<file path="src/htm_pkg.sv">
// ----------------------------------------------------------------------------
// htm_pkg
// Shared types and constants of the handle table mailbox block.
// ----------------------------------------------------------------------------
package htm_pkg;

    localparam int ENTRIES_DEFAULT = 8;
    localparam int QUEUE_DEPTH     = 2;

    localparam int HANDLE_W = 32;
    localparam int WORD_W   = 64;
    localparam int CNT_W    = 32;

    localparam logic [CNT_W-1:0]    CNT_MAX    = '1;
    localparam logic [HANDLE_W-1:0] HANDLE_MAX = '1;
    localparam logic [1:0]          TYPE_MAX   = 2'd1;

    // request codes on the input channel
    localparam logic [2:0] REQ_ADD  = 3'd0;
    localparam logic [2:0] REQ_DEL  = 3'd1;
    localparam logic [2:0] REQ_SEND = 3'd2;
    localparam logic [2:0] REQ_RECV = 3'd3;
    localparam logic [2:0] REQ_STAT = 3'd4;

    // classified command handed from the front to the back
    typedef enum logic [2:0] {
        OP_FAIL,
        OP_ADD,
        OP_DEL,
        OP_SEND,
        OP_RECV,
        OP_STAT
    } t_op;

    typedef struct packed {
        t_op                 op;
        logic [HANDLE_W-1:0] new_handle;
        logic [WORD_W-1:0]   value;
    } t_cmd;

    typedef enum logic {
        F_IDLE,
        F_EXEC
    } t_fstate;

    typedef enum logic {
        B_IDLE,
        B_EXEC
    } t_bstate;

endpackage

</file>
<file path="src/htm_if.sv">
// ----------------------------------------------------------------------------
// htm_req_if / htm_rsp_if
// Valid/ready channels for requests and results of the handle table.
// ----------------------------------------------------------------------------
interface htm_req_if;
    logic        valid;
    logic        ready;
    logic [2:0]  req_type;
    logic [1:0]  iface_type;
    logic [31:0] handle;
    logic [63:0] send_value;

    modport source (output valid, output req_type, output iface_type,
                    output handle, output send_value, input ready);
    modport sink   (input valid, input req_type, input iface_type,
                    input handle, input send_value, output ready);
endinterface

interface htm_rsp_if;
    logic        valid;
    logic        ready;
    logic        status;
    logic [31:0] new_handle;
    logic [63:0] recv_value;
    logic [31:0] sent_total;
    logic [31:0] recv_total;

    modport source (output valid, output status, output new_handle,
                    output recv_value, output sent_total, output recv_total,
                    input ready);
    modport sink   (input valid, input status, input new_handle,
                    input recv_value, input sent_total, input recv_total,
                    output ready);
endinterface

</file>
<file path="src/htm_ram.sv">
// ----------------------------------------------------------------------------
// htm_ram
// Generic single-write, single-read RAM with registered read data.
// ----------------------------------------------------------------------------
module htm_ram #(
    parameter int W     = 32,
    parameter int DEPTH = 8,
    localparam int AW   = (DEPTH > 1) ? $clog2(DEPTH) : 1
) (
    input  logic          i_clk,
    input  logic          i_we,
    input  logic [AW-1:0] i_waddr,
    input  logic [W-1:0]  i_wdata,
    input  logic          i_re,
    input  logic [AW-1:0] i_raddr,
    output logic [W-1:0]  o_rdata
);

    logic [W-1:0] r_mem [DEPTH];
    logic [W-1:0] r_rdata;

    always_ff @(posedge i_clk) begin
        if (i_we) begin
            r_mem[i_waddr] <= i_wdata;
        end
        if (i_re) begin
            r_rdata <= r_mem[i_raddr];
        end
    end

    assign o_rdata = r_rdata;

endmodule

</file>
<file path="src/htm_front.sv">
// ----------------------------------------------------------------------------
// htm_front
// Accepts requests, looks up the slot table and classifies each request.
// ----------------------------------------------------------------------------
module htm_front #(
    parameter int ENTRIES = htm_pkg::ENTRIES_DEFAULT,
    localparam int IDX_W  = (ENTRIES > 1) ? $clog2(ENTRIES) : 1
) (
    input  logic               i_clk,
    input  logic               i_rst_n,
    htm_req_if.sink            i_req,
    output logic               o_push,
    output htm_pkg::t_cmd      o_cmd,
    output logic [IDX_W-1:0]   o_idx,
    input  logic               i_q_full
);

    htm_pkg::t_fstate r_fstate, n_fstate;

    logic [2:0]                  r_req_type;
    logic [1:0]                  r_iface;
    logic [htm_pkg::WORD_W-1:0]  r_value;
    logic [ENTRIES-1:0]          r_match;

    logic [ENTRIES-1:0]            r_active;
    logic [ENTRIES-1:0]            r_full;
    logic [htm_pkg::HANDLE_W-1:0]  r_handle [ENTRIES];
    logic [htm_pkg::HANDLE_W-1:0]  r_hcnt;

    logic [IDX_W-1:0]             free_idx, hit_idx;
    logic                         free_any, hit_any, hit_full, add_ok, ok;
    logic [htm_pkg::HANDLE_W-1:0] hcnt_inc;
    htm_pkg::t_op                 op;
    logic                         accept, commit;

    assign i_req.ready = (r_fstate == htm_pkg::F_IDLE);
    assign accept      = i_req.valid && i_req.ready;
    assign commit      = (r_fstate == htm_pkg::F_EXEC) && !i_q_full;

    always_comb begin
        free_idx = '0;
        hit_idx  = '0;
        for (int i = ENTRIES - 1; i >= 0; i--) begin
            if (!r_active[i]) begin
                free_idx = IDX_W'(i);
            end
            if (r_match[i]) begin
                hit_idx = IDX_W'(i);
            end
        end
    end

    assign free_any = !(&r_active);
    assign hit_any  = |r_match;
    assign hit_full = |(r_match & r_full);
    assign hcnt_inc = r_hcnt + 32'd1;
    assign add_ok   = (r_iface <= htm_pkg::TYPE_MAX) && (r_hcnt != htm_pkg::HANDLE_MAX)
                      && free_any;

    always_comb begin
        n_fstate = r_fstate;
        ok       = 1'b0;
        op       = htm_pkg::OP_FAIL;
        case (r_req_type)
            htm_pkg::REQ_ADD: begin
                ok = add_ok;
                op = htm_pkg::OP_ADD;
            end
            htm_pkg::REQ_DEL: begin
                ok = hit_any;
                op = htm_pkg::OP_DEL;
            end
            htm_pkg::REQ_SEND: begin
                ok = hit_any && !hit_full;
                op = htm_pkg::OP_SEND;
            end
            htm_pkg::REQ_RECV: begin
                ok = hit_any && hit_full;
                op = htm_pkg::OP_RECV;
            end
            htm_pkg::REQ_STAT: begin
                ok = hit_any;
                op = htm_pkg::OP_STAT;
            end
            default: begin
                ok = 1'b0;
            end
        endcase
        if (!ok) begin
            op = htm_pkg::OP_FAIL;
        end
        case (r_fstate)
            htm_pkg::F_IDLE: begin
                if (accept) begin
                    n_fstate = htm_pkg::F_EXEC;
                end
            end
            htm_pkg::F_EXEC: begin
                if (commit) begin
                    n_fstate = htm_pkg::F_IDLE;
                end
            end
            default: begin
                n_fstate = htm_pkg::F_IDLE;
            end
        endcase
    end

    assign o_push           = commit;
    assign o_cmd.op         = op;
    assign o_cmd.new_handle = (op == htm_pkg::OP_ADD) ? hcnt_inc : '0;
    assign o_cmd.value      = r_value;
    assign o_idx            = (r_req_type == htm_pkg::REQ_ADD) ? free_idx : hit_idx;

    // control state of the table
    always_ff @(posedge i_clk) begin
        if (!i_rst_n) begin
            r_fstate <= htm_pkg::F_IDLE;
            r_active <= '0;
            r_full   <= '0;
            r_hcnt   <= '0;
        end else begin
            r_fstate <= n_fstate;
            if (commit) begin
                case (op)
                    htm_pkg::OP_ADD: begin
                        r_active[free_idx] <= 1'b1;
                        r_full[free_idx]   <= 1'b0;
                        r_hcnt             <= hcnt_inc;
                    end
                    htm_pkg::OP_DEL: begin
                        r_active[hit_idx] <= 1'b0;
                    end
                    htm_pkg::OP_SEND: begin
                        r_full[hit_idx] <= 1'b1;
                    end
                    htm_pkg::OP_RECV: begin
                        r_full[hit_idx] <= 1'b0;
                    end
                    default: begin
                    end
                endcase
            end
        end
    end

    // request capture and handle compare against every slot
    always_ff @(posedge i_clk) begin
        if (accept) begin
            r_req_type <= i_req.req_type;
            r_iface    <= i_req.iface_type;
            r_value    <= i_req.send_value;
            for (int i = 0; i < ENTRIES; i++) begin
                r_match[i] <= r_active[i] && (r_handle[i] == i_req.handle);
            end
        end
        if (commit && (op == htm_pkg::OP_ADD)) begin
            r_handle[free_idx] <= hcnt_inc;
        end
    end

endmodule

</file>
<file path="src/htm_queue.sv">
// ----------------------------------------------------------------------------
// htm_queue
// Small FIFO carrying classified commands from the front to the back.
// ----------------------------------------------------------------------------
module htm_queue #(
    parameter int W     = 8,
    parameter int DEPTH = htm_pkg::QUEUE_DEPTH,
    localparam int AW   = (DEPTH > 1) ? $clog2(DEPTH) : 1,
    localparam int CW   = $clog2(DEPTH + 1)
) (
    input  logic         i_clk,
    input  logic         i_rst_n,
    input  logic         i_push,
    input  logic [W-1:0] i_data,
    output logic         o_full,
    input  logic         i_pop,
    output logic         o_valid,
    output logic [W-1:0] o_data
);

    logic [W-1:0]  r_mem [DEPTH];
    logic [AW-1:0] r_wr_ptr, r_rd_ptr;
    logic [CW-1:0] r_count;
    logic          do_push, do_pop;

    assign o_full  = (r_count == CW'(DEPTH));
    assign o_valid = (r_count != '0);
    assign o_data  = r_mem[r_rd_ptr];
    assign do_push = i_push && !o_full;
    assign do_pop  = i_pop && o_valid;

    always_ff @(posedge i_clk) begin
        if (!i_rst_n) begin
            r_wr_ptr <= '0;
            r_rd_ptr <= '0;
            r_count  <= '0;
        end else begin
            if (do_push) begin
                r_wr_ptr <= (r_wr_ptr == AW'(DEPTH - 1)) ? '0 : r_wr_ptr + 1'b1;
            end
            if (do_pop) begin
                r_rd_ptr <= (r_rd_ptr == AW'(DEPTH - 1)) ? '0 : r_rd_ptr + 1'b1;
            end
            if (do_push && !do_pop) begin
                r_count <= r_count + 1'b1;
            end else if (do_pop && !do_push) begin
                r_count <= r_count - 1'b1;
            end
        end
    end

    always_ff @(posedge i_clk) begin
        if (do_push) begin
            r_mem[r_wr_ptr] <= i_data;
        end
    end

endmodule

</file>
<file path="src/htm_back.sv">
// ----------------------------------------------------------------------------
// htm_back
// Carries out classified commands on the mailbox and counter memories.
// ----------------------------------------------------------------------------
module htm_back #(
    parameter int ENTRIES = htm_pkg::ENTRIES_DEFAULT,
    localparam int IDX_W  = (ENTRIES > 1) ? $clog2(ENTRIES) : 1
) (
    input  logic             i_clk,
    input  logic             i_rst_n,
    input  logic             i_q_valid,
    input  htm_pkg::t_cmd    i_cmd,
    input  logic [IDX_W-1:0] i_idx,
    output logic             o_pop,
    htm_rsp_if.source        o_rsp
);

    htm_pkg::t_bstate r_bstate, n_bstate;

    htm_pkg::t_cmd    r_cmd;
    logic [IDX_W-1:0] r_idx;

    logic [htm_pkg::WORD_W-1:0] word_q;
    logic [htm_pkg::CNT_W-1:0]  scnt_q, rcnt_q;
    logic                       word_we, scnt_we, rcnt_we;
    logic [htm_pkg::CNT_W-1:0]  scnt_wdata, rcnt_wdata;

    logic                          r_out_valid;
    logic                          r_status;
    logic [htm_pkg::HANDLE_W-1:0]  r_new_handle;
    logic [htm_pkg::WORD_W-1:0]    r_recv_value;
    logic [htm_pkg::CNT_W-1:0]     r_sent_total, r_recv_total;

    logic can_out, finish;

    function automatic logic [htm_pkg::CNT_W-1:0] sat_inc(
        input logic [htm_pkg::CNT_W-1:0] v
    );
        return (v == htm_pkg::CNT_MAX) ? v : v + 32'd1;
    endfunction

    assign can_out = !r_out_valid || o_rsp.ready;
    assign finish  = (r_bstate == htm_pkg::B_EXEC) && can_out;
    assign o_pop   = (r_bstate == htm_pkg::B_IDLE) && i_q_valid;

    always_comb begin
        n_bstate   = r_bstate;
        word_we    = 1'b0;
        scnt_we    = 1'b0;
        rcnt_we    = 1'b0;
        scnt_wdata = '0;
        rcnt_wdata = '0;
        case (r_bstate)
            htm_pkg::B_IDLE: begin
                if (i_q_valid) begin
                    n_bstate = htm_pkg::B_EXEC;
                end
            end
            htm_pkg::B_EXEC: begin
                if (can_out) begin
                    n_bstate = htm_pkg::B_IDLE;
                    case (r_cmd.op)
                        htm_pkg::OP_ADD: begin
                            // fresh slot starts with zero counters
                            scnt_we = 1'b1;
                            rcnt_we = 1'b1;
                        end
                        htm_pkg::OP_SEND: begin
                            word_we    = 1'b1;
                            scnt_we    = 1'b1;
                            scnt_wdata = sat_inc(scnt_q);
                        end
                        htm_pkg::OP_RECV: begin
                            rcnt_we    = 1'b1;
                            rcnt_wdata = sat_inc(rcnt_q);
                        end
                        default: begin
                        end
                    endcase
                end
            end
            default: begin
                n_bstate = htm_pkg::B_IDLE;
            end
        endcase
    end

    htm_ram #(.W(htm_pkg::WORD_W), .DEPTH(ENTRIES)) u_word_ram (
        .i_clk   (i_clk),
        .i_we    (word_we),
        .i_waddr (r_idx),
        .i_wdata (r_cmd.value),
        .i_re    (o_pop),
        .i_raddr (i_idx),
        .o_rdata (word_q)
    );

    htm_ram #(.W(htm_pkg::CNT_W), .DEPTH(ENTRIES)) u_scnt_ram (
        .i_clk   (i_clk),
        .i_we    (scnt_we),
        .i_waddr (r_idx),
        .i_wdata (scnt_wdata),
        .i_re    (o_pop),
        .i_raddr (i_idx),
        .o_rdata (scnt_q)
    );

    htm_ram #(.W(htm_pkg::CNT_W), .DEPTH(ENTRIES)) u_rcnt_ram (
        .i_clk   (i_clk),
        .i_we    (rcnt_we),
        .i_waddr (r_idx),
        .i_wdata (rcnt_wdata),
        .i_re    (o_pop),
        .i_raddr (i_idx),
        .o_rdata (rcnt_q)
    );

    always_ff @(posedge i_clk) begin
        if (!i_rst_n) begin
            r_bstate    <= htm_pkg::B_IDLE;
            r_out_valid <= 1'b0;
        end else begin
            r_bstate <= n_bstate;
            if (finish) begin
                r_out_valid <= 1'b1;
            end else if (o_rsp.ready) begin
                r_out_valid <= 1'b0;
            end
        end
    end

    always_ff @(posedge i_clk) begin
        if (o_pop) begin
            r_cmd <= i_cmd;
            r_idx <= i_idx;
        end
        if (finish) begin
            r_status     <= (r_cmd.op == htm_pkg::OP_FAIL);
            r_new_handle <= r_cmd.new_handle;
            r_recv_value <= (r_cmd.op == htm_pkg::OP_RECV) ? word_q : '0;
            r_sent_total <= (r_cmd.op == htm_pkg::OP_STAT) ? scnt_q : '0;
            r_recv_total <= (r_cmd.op == htm_pkg::OP_STAT) ? rcnt_q : '0;
        end
    end

    assign o_rsp.valid      = r_out_valid;
    assign o_rsp.status     = r_status;
    assign o_rsp.new_handle = r_new_handle;
    assign o_rsp.recv_value = r_recv_value;
    assign o_rsp.sent_total = r_sent_total;
    assign o_rsp.recv_total = r_recv_total;

endmodule

</file>
<file path="src/handle_table_mailbox.sv">
// ----------------------------------------------------------------------------
// handle_table_mailbox
// Handle table of slots with one-word mailboxes and saturating counters.
// ----------------------------------------------------------------------------
// A request (add, delete, send, receive, statistics) is taken only while the
// front is idle: the front captures it and compares its handle against all
// slots, then decides the outcome and updates active marks, full flags and
// the handle counter once it can push to the queue. The classified command
// goes through a two-entry queue to the back, which handles each command in
// two steps (a registered read of the mailbox and counter memories, then the
// write-back and the result register) and takes no new command until it is
// through with the last one. Every request gives exactly one result; on
// failure all fields but status are 0.
// No clearing pass is needed after reset.
module handle_table_mailbox #(
    parameter int ENTRIES = htm_pkg::ENTRIES_DEFAULT
) (
    input  logic      i_clk,
    input  logic      i_rst_n,
    htm_req_if.sink   i_req,
    htm_rsp_if.source o_rsp
);

    localparam int IDX_W = (ENTRIES > 1) ? $clog2(ENTRIES) : 1;
    localparam int QW    = $bits(htm_pkg::t_cmd) + IDX_W;

    logic             push, q_full, q_valid, pop;
    htm_pkg::t_cmd    push_cmd, pop_cmd;
    logic [IDX_W-1:0] push_idx, pop_idx;

    htm_front #(.ENTRIES(ENTRIES)) u_front (
        .i_clk    (i_clk),
        .i_rst_n  (i_rst_n),
        .i_req    (i_req),
        .o_push   (push),
        .o_cmd    (push_cmd),
        .o_idx    (push_idx),
        .i_q_full (q_full)
    );

    htm_queue #(.W(QW), .DEPTH(htm_pkg::QUEUE_DEPTH)) u_queue (
        .i_clk   (i_clk),
        .i_rst_n (i_rst_n),
        .i_push  (push),
        .i_data  ({push_cmd, push_idx}),
        .o_full  (q_full),
        .i_pop   (pop),
        .o_valid (q_valid),
        .o_data  ({pop_cmd, pop_idx})
    );

    htm_back #(.ENTRIES(ENTRIES)) u_back (
        .i_clk     (i_clk),
        .i_rst_n   (i_rst_n),
        .i_q_valid (q_valid),
        .i_cmd     (pop_cmd),
        .i_idx     (pop_idx),
        .o_pop     (pop),
        .o_rsp     (o_rsp)
    );

endmodule
</file>
<file path="src/flat_wrapper.sv">
// flat-port wrapper written by rule: the top's interface ports become plain ports
module handle_table_mailbox_flat 
#(
    parameter int ENTRIES = htm_pkg::ENTRIES_DEFAULT
)
  (i_clk, i_rst_n, i_req_valid, i_req_req_type, i_req_iface_type, i_req_handle, i_req_send_value, i_req_ready, o_rsp_valid, o_rsp_status, o_rsp_new_handle, o_rsp_recv_value, o_rsp_sent_total, o_rsp_recv_total, o_rsp_ready);
  htm_req_if i_req_i ();
  htm_rsp_if o_rsp_i ();
  input  logic i_clk;
  input  logic i_rst_n;
  input wire logic [$bits(i_req_i.valid)-1:0] i_req_valid;
  input wire logic [$bits(i_req_i.req_type)-1:0] i_req_req_type;
  input wire logic [$bits(i_req_i.iface_type)-1:0] i_req_iface_type;
  input wire logic [$bits(i_req_i.handle)-1:0] i_req_handle;
  input wire logic [$bits(i_req_i.send_value)-1:0] i_req_send_value;
  output wire logic [$bits(i_req_i.ready)-1:0] i_req_ready;
  output wire logic [$bits(o_rsp_i.valid)-1:0] o_rsp_valid;
  output wire logic [$bits(o_rsp_i.status)-1:0] o_rsp_status;
  output wire logic [$bits(o_rsp_i.new_handle)-1:0] o_rsp_new_handle;
  output wire logic [$bits(o_rsp_i.recv_value)-1:0] o_rsp_recv_value;
  output wire logic [$bits(o_rsp_i.sent_total)-1:0] o_rsp_sent_total;
  output wire logic [$bits(o_rsp_i.recv_total)-1:0] o_rsp_recv_total;
  input wire logic [$bits(o_rsp_i.ready)-1:0] o_rsp_ready;
  assign i_req_i.valid = i_req_valid;
  assign i_req_i.req_type = i_req_req_type;
  assign i_req_i.iface_type = i_req_iface_type;
  assign i_req_i.handle = i_req_handle;
  assign i_req_i.send_value = i_req_send_value;
  assign i_req_ready = i_req_i.ready;
  assign o_rsp_valid = o_rsp_i.valid;
  assign o_rsp_status = o_rsp_i.status;
  assign o_rsp_new_handle = o_rsp_i.new_handle;
  assign o_rsp_recv_value = o_rsp_i.recv_value;
  assign o_rsp_sent_total = o_rsp_i.sent_total;
  assign o_rsp_recv_total = o_rsp_i.recv_total;
  assign o_rsp_i.ready = o_rsp_ready;
  handle_table_mailbox #(.ENTRIES(ENTRIES)) u_core (.i_clk(i_clk), .i_rst_n(i_rst_n), .i_req(i_req_i), .o_rsp(o_rsp_i));
endmodule
</file>
<file path="config.mk">
export PLATFORM = sky130hd
export DESIGN_NAME = handle_table_mailbox_flat
export DESIGN_NICKNAME = d
export VERILOG_FILES = /design/src/htm_pkg.sv /design/src/htm_if.sv /design/src/htm_ram.sv /design/src/htm_front.sv /design/src/htm_queue.sv /design/src/htm_back.sv /design/src/handle_table_mailbox.sv /design/src/flat_wrapper.sv
export SDC_FILE = /design/constraint.sdc
export NUM_CORES = 2
export LEC_CHECK = 0
export ABC_AREA = 1
export BUFFER_PORTS_ARGS = -buffer_cell sky130_fd_sc_hd__buf_2
export CAP_MARGIN = 20
export CORE_ASPECT_RATIO = 1.4
export CORE_UTILIZATION = 62
export CTS_CLUSTER_DIAMETER = 50
export DETAILED_ROUTE_END_ITERATION = 12
export GPL_TIMING_DRIVEN = 0
export PLACE_DENSITY = 0.8
export REMOVE_ABC_BUFFERS = 1
export SLEW_MARGIN = 30
export SYNTH_ARGS = -nofsm -noshare
export SYNTH_HDL_FRONTEND = slang
export SYNTH_SLANG_ARGS = --single-unit
</file>
<file path="constraint.sdc">
create_clock -name i_clk -period 16.4 [get_ports i_clk]
set_input_delay 2.46 -clock i_clk [delete_from_list [all_inputs] [get_ports i_clk]]
set_output_delay 2.46 -clock i_clk [all_outputs]
set_load 0.02 [all_outputs]
</file>
After elaboration in Yosys (flattened, before gate mapping) --
Memories as Yosys holds them, arrays and structs flattened. A register that Yosys moved wholly into a read port is not among the register bits. Index checks and enable logic that the tools add are counted.
Operators by class: $add $sub $neg 7, $lt $le $gt $ge 5, eq/ne operators 24, multiplexer cells 68, bitwise operators 10, reductions and logical operators 46
Operators by type and width (count):
- two-way mux 32 bit | 9
- == test 32 bit | 8
- adder 32 x 1 -> 32 bit, second input constant | 3
- == test 32 bit, second input constant | 2
- two-way mux 3 bit | 18
- bitwise AND 8 bit | 4
- inequality test 32 bit, second input constant | 1
- two-way mux 1 bit | 31
- case mux 8 bit (3 select lines) | 1
- logical AND 1 bit | 23
- NOT 8 bit | 2
- OR 8 bit | 2
- case mux 8 bit (2 select lines) | 1
- OR reduction 8 bit | 2
- == test 3 x 2 -> 1 bit, second input constant | 5
- case mux 3 bit (5 select lines) | 1
- == test 3 bit, second input constant | 4
- == test 3 x 1 -> 1 bit, second input constant | 3
- < comparator 3 x 4 -> 1 bit, second input constant | 2
- AND reduction 8 bit | 1
- nonzero test 2 bit | 4
- demux 1 bit (select 3 bit) | 2
- greater-or-equal comparator 3 x 1 -> 1 bit, second input constant | 2
- logical NOT 1 bit | 6
- 14 further kinds | 23
Storage, ports and cells: bits in registers 395, bits in writable memories 1484, bits of input ports 105, output and inout port bits 163, logic and storage cells 187, memories 5
Memory list:
- u_core.u_back.u_word_ram.r_mem | words 8, bits a word 64, read ports 1, clocked after Yosys merged registers in 1, write ports 1, line htm_ram.sv:19 | logic [W-1:0] r_mem [DEPTH];
- u_core.u_back.u_rcnt_ram.r_mem | words 8, bits a word 32, read ports 1, clocked after Yosys merged registers in 1, write ports 1, line htm_ram.sv:19
- u_core.u_back.u_scnt_ram.r_mem | words 8, bits a word 32, read ports 1, clocked after Yosys merged registers in 1, write ports 1, line htm_ram.sv:19
- u_core.u_front.r_handle | words 8, bits a word 32, read ports 8, clocked after Yosys merged registers in 0, write ports 1, line htm_front.sv:27 | logic [htm_pkg::HANDLE_W-1:0] r_handle [ENTRIES];
- u_core.u_queue.r_mem | words 2, bits a word 102, read ports 1, clocked after Yosys merged registers in 1, write ports 1, line htm_queue.sv:21 | logic [W-1:0] r_mem [DEPTH];

Longest topological paths before layout --
depth after elaboration 15, depth in mapped cells 15, gate-level depth less buffers 15

By module --
From an unflattened synthesis, not the netlist that was laid out.
Second synthesis, totals: cell total of the unflattened synthesis 7571, area, all modules 84867.6 um2
By module, submodules not included:
- htm_ram at u_core.u_back.u_rcnt_ram ... | times used 2, cells each 1156, area each 12192.9 um2, seq. area each 8648.3 um2
- htm_ram at u_core.u_back.u_word_ram | times used 1, cells each 2294, area each 24298.3 um2, seq. area each 17296.6 um2
- htm_front | times used 1, cells each 1502, area each 16733.5 um2, seq. area each 10950.5 um2
- htm_back | times used 1, cells each 1109, area each 11526.1 um2, seq. area each 7937.6 um2
- htm_queue | times used 1, cells each 354, area each 7923.8 um2, seq. area each 6226.0 um2

Least setup slack after synthesis --
No wires, ideal clock.
kind in2reg, start point in o_rsp_ready, end point mem u_core.u_back.u_word_ram.r_mem[2][0] (netlist bit) (enable), library setup time 0.565 ns, arrival time 14.648 ns, required time 15.835 ns, path slack 1.187 ns, cell stages on the path 6, path buffers 0, cells stage by stage nor2_1 nor2_1 inv_1 nor3_1 inv_2 nor3_1
Between the ends: longest elaborated chain between the ends 5
RTL lines:
- start: declaration | line flat_wrapper.sv:23 | input wire logic [$bits(o_rsp_i.ready)-1:0] o_rsp_ready;
- logical OR 1 bit | line htm_back.sv:42 | assign can_out = !r_out_valid || o_rsp.ready;
- two-way mux 1 bit | line htm_back.sv:60 | if (can_out) begin
- two-way mux 1 bit | line htm_back.sv:53 | case (r_bstate)
- two-way mux 1 bit | line htm_ram.sv:23 | if (i_we) begin
- two-way mux 1 bit (not written as such) | line htm_ram.sv:24 | r_mem[i_waddr] <= i_wdata;
- end: declaration | line htm_ram.sv:19
Every way passes these cells.

Final worst setup path --
start point in o_rsp_ready, end point mem u_core.u_back.u_word_ram.r_mem[3][22] (netlist bit) (enable)
The elaborated chain is that of the path after synthesis.

==> impl_metrics.toml <==
[synth]
yosys.area_share.xor_xnor_pct = 1.211
synthAdderAreaFrac_pct = 0.06351
synth_compound_area_share_pct = 8.062
synth_edf_count = 1951
yosys.area_share.simple_pct = 11.61
ys.flop_type = "edfxtp_1"
synth_top_family_by_area = "simple AND/OR/NAND/NOR gates"
ys_seq_area_share_pct = 75.77
synth_cells = 6151
ys_warn_count = 0
synth-async-reset-ratio_pct = 0
synth-seq-cells = 2007
avgSynthCellArea_um2 = 12.81
synth_area_um2 = 78800
synth_mux_area_share_pct = 0
synth.distinct_cells = 54

[detailed_routing]
post_drt_via_cell_ratio = 6.206
num_vias = 51400
drtIter0Drc = 6249
wl_um = 198700
wl_per_cell_um = 23.99
remaining_drc_errors = 0
drtAntennaViolNets = 0
dr.pass1.iters = 8

[sta]
timing.final.crit_period_ns = 5.551
finClkSkew_ns = 0.03772
rsz0062_at_grt = "false"
relSlewSlack_pct = 27.25
clock.fmax_ghz = 0.1801
setup_violations = 0
whs_ns = 0.4039
hold_viol = 0
drv_slew = 0
finalCritPeriodShare_pct = 33.85
fin_setup_tns_ns = 0
tightest_slew_ns = 1.081

[clocking]
clk-insertion-delay-late_ns = 0.84
cts_setup_buffers = 0
hold_buffers = 0
cts_buffer_depth = 3
clockRootBuffer = "clkbuf_16"
htree_levels = 4
clock-sinks = 2007
cts_buffers = 180
cts_tree = "yes"
post_cts_resized = 0
path_clk_slew_ns = 0.06

[power_and_ir_drop]
worst_ir_drop_vdd_v = 0.0001906
p_total_mw = 15.06
p_per_area_nw_per_um2 = 164.7
leakage_nw = 32.35

[finish]
fillers = 7565
syn2layout_area_growth_pct = 16.04
drive_gt1_share_pct = 12.67
fin_area_um2 = 91450
nNetsFinal = 6598

[placed_design]
place_area_um2 = 85460
dp_hpwl_um = 126700
numPortBuffers = 266
gp_congestion = 0.9597

[hold_path]
hold_path.class = "flop to flop"

[setup_path]
critical_path.most_common_cell = "buf_16"
r2r_end = "u_core.u_back.u_rcnt_ram.o_rdata[29]"
path_cells = "buf_2 -> nor2_1 -> nor2_4 -> buf_16 -> inv_1 -> nor3_1 -> inv_2 -> nor2_4 -> inv_2 -> nor2_4 -> buf_16 -> buf_16 -> buf_16 -> buf_16"
crit_type = "input port to flop"
cp.buffers_inverters = 9
crit_path_top_delay_cell = "nor2_4"
r2r_slack_ns = 12.13
r2r.worst_path.cells = 13
critical_path.endpoint = "u_core.u_back.u_word_ram.r_mem[3][22]"
cp.depth = 14
critical_path.startpoint = "o_rsp_ready"
arrival_ns = 6.09
critPathMaxFanout = 19
max_stage_delay_ns = 0.48
cp-start-kind = "input port"
crit_family = "buffers and inverters"
cp_data_required_time_ns = 16.94
crit_path_end_kind = "flop"

[floorplan]
ioPinCount = 268
placeableCoreArea_um2 = 126000
dieArea_um2 = 128600
rows = 154
initial_utilization_pct = 62.54
die_y_um = 423.8
die_width_um = 303.3

[global_routing]
grtUsageTotal_pct = 30.93
first_global_vias = 50540
antenna_found_initial = 6
overflow = 0
grt_pass1_wl_um = 294400
grt_max_degree = 133

[run]
maxCapViolCount = 0

[outcome]
status = "complete, no violations"
[Yosys cell counts (all sizes together) (4+ instances only)]
library cell,n,area share (%)
edfxtp,1951,74
nor2,1278,6.1
nand2,709,3.4
o21ai,640,4.1
inv,355,1.7
o22ai,176,1.4
clkbuf,167,0.80
a31oi,138,1.1
buf,115,0.76
nand3,101,0.68
xor2,79,0.88
nor3,69,0.44
a21oi,60,0.38
dfxtp,56,1.4
or2,45,0.36
nand4,31,0.25
a221oi,30,0.33
xnor2,30,0.33
nor4,28,0.22
a22o,25,0.28
a211oi,22,0.27
clkinv,8,0.038
o2111ai,6,0.067
nand3b,5,0.048
o21bai,5,0.048
o31ai,5,0.048
ha,4,0.064
[worst min-delay path by stage]
stage                            startpoint                                 end  slack (ns)  cells past startpoint
floorplan           u_core.u_back.r_cmd[64]   u_core.u_back.o_rsp.new_handle[0]        0.40                      0
global placement    u_core.u_back.r_cmd[86]  u_core.u_back.o_rsp.new_handle[22]        0.40                      0
detailed placement  u_core.u_back.r_cmd[67]   u_core.u_back.o_rsp.new_handle[3]        0.41                      0
CTS                 u_core.u_back.r_cmd[70]   u_core.u_back.o_rsp.new_handle[6]        0.41                      0
global route        u_core.u_back.r_cmd[68]   u_core.u_back.o_rsp.new_handle[4]        0.42                      0
finish              u_core.u_back.r_cmd[70]   u_core.u_back.o_rsp.new_handle[6]        0.40                      0
[cells by family (layout without fill, tap and decap cells)]
logic type / Yosys count / count (layout)
XOR/XNOR: 109 / 109
flip-flops: 2007 / 2007
AO/OA/AOI/OAI: 1114 / 1114
other: 0 / 4
buffers and inverters: 645 / 1134
AND/OR/NAND/NOR: 2272 / 2272
adder cells (fa/ha/maj): 4 / 4
[cell usage in the layout, fill, tap and decap left out, drive strengths merged, types with 82 or more instances in the layout]
master,n
clkbuf,213
a31oi,138
edfxtp,1951
o21ai,640
nand2,709
o22ai,176
inv,370
clkinv,82
nor2,1278
buf,438
nand3,101
[report_power, final]
part	switching (mW)	total, mW	internal [mW]
clock network	1.91	4.24	2.33
logic	2.53	3.73	1.20
registers	0.428	7.09	6.66
total	4.87	15.1	10.2
[stage by stage]
stage / setup WS (ns) / utilization, % / std cells
after floorplan: 1.132 / - / 5869
after global placement: -14.89 / 64.25 / 7773
after detailed placement: 10.10 / 67.82 / 7945
after CTS: 10.94 / 72.56 / 8278
after global routing: 10.75 / 72.56 / 8279
final: 10.85 / 72.57 / 8282
[sequential cells by signal, indices dropped and copies added (netlist names), 2 cells and up, named ones only]
name                              flops
u_core.u_back.u_word_ram.r_mem      512
u_core.u_back.u_rcnt_ram.r_mem      256
u_core.u_back.u_scnt_ram.r_mem      256
u_core.u_front.r_handle             256
u_core.u_queue.r_mem                204
u_core.u_back.r_cmd                  99
u_core.u_back.o_rsp.recv_value       64
u_core.u_back.u_word_ram.o_rdata     64
u_core.u_front.r_value               64
u_core.u_back.o_rsp.new_handle       32
u_core.u_back.o_rsp.recv_total       32
u_core.u_back.o_rsp.sent_total       32
u_core.u_back.u_rcnt_ram.o_rdata     32
u_core.u_back.u_scnt_ram.o_rdata     32
u_core.u_front.r_hcnt                32
u_core.u_front.r_active               8
u_core.u_front.r_full                 8
u_core.u_front.r_match                8
u_core.u_back.r_idx                   3
u_core.u_front.r_req_type             3
u_core.u_queue.r_count                2
[metal layers]
| metal | GRT usage [%] | vias up | routed length (µm) |
|---|---|---|---|
| li1 | - | 22640 | - |
| met1 | 39.65 | 24950 | 71570 |
| met2 | 51.00 | 3204 | 97730 |
| met3 | 4.629 | 609 | 18530 |
| met4 | 16.63 | 0 | 10850 |
| met5 | 0 | - | 0 |
[final cells by class]
type | instances | area, µm² | share of cell area (%)
Clock inverter | 120 | 1328 | 1.452
Tap cell | 1638 | 2049 | 2.241
Timing Repair Buffer | 438 | 5438 | 5.946
Sequential cell | 2007 | 59710 | 65.30
Antenna cell | 4 | 10.01 | 0.01095
Inverter | 363 | 1386 | 1.516
Multi-Input combinational cell | 3499 | 16880 | 18.46
Clock buffer | 213 | 4648 | 5.083
[worst reg2reg max path, cell delays in order, from the launching register on]
cell     delay, ns
dfxtp_4       0.61
buf_12        0.27
inv_8         0.14
buf_16        0.23
or2_1         0.35
nand2_8       0.26
buf_16        0.41
inv_8         0.28
buf_16        0.31
buf_16        0.36
o21ai_0       0.40
o22ai_1       0.15
nor2_1        0.17
a31oi_1       0.07
(Power assumes the default switching activity.)
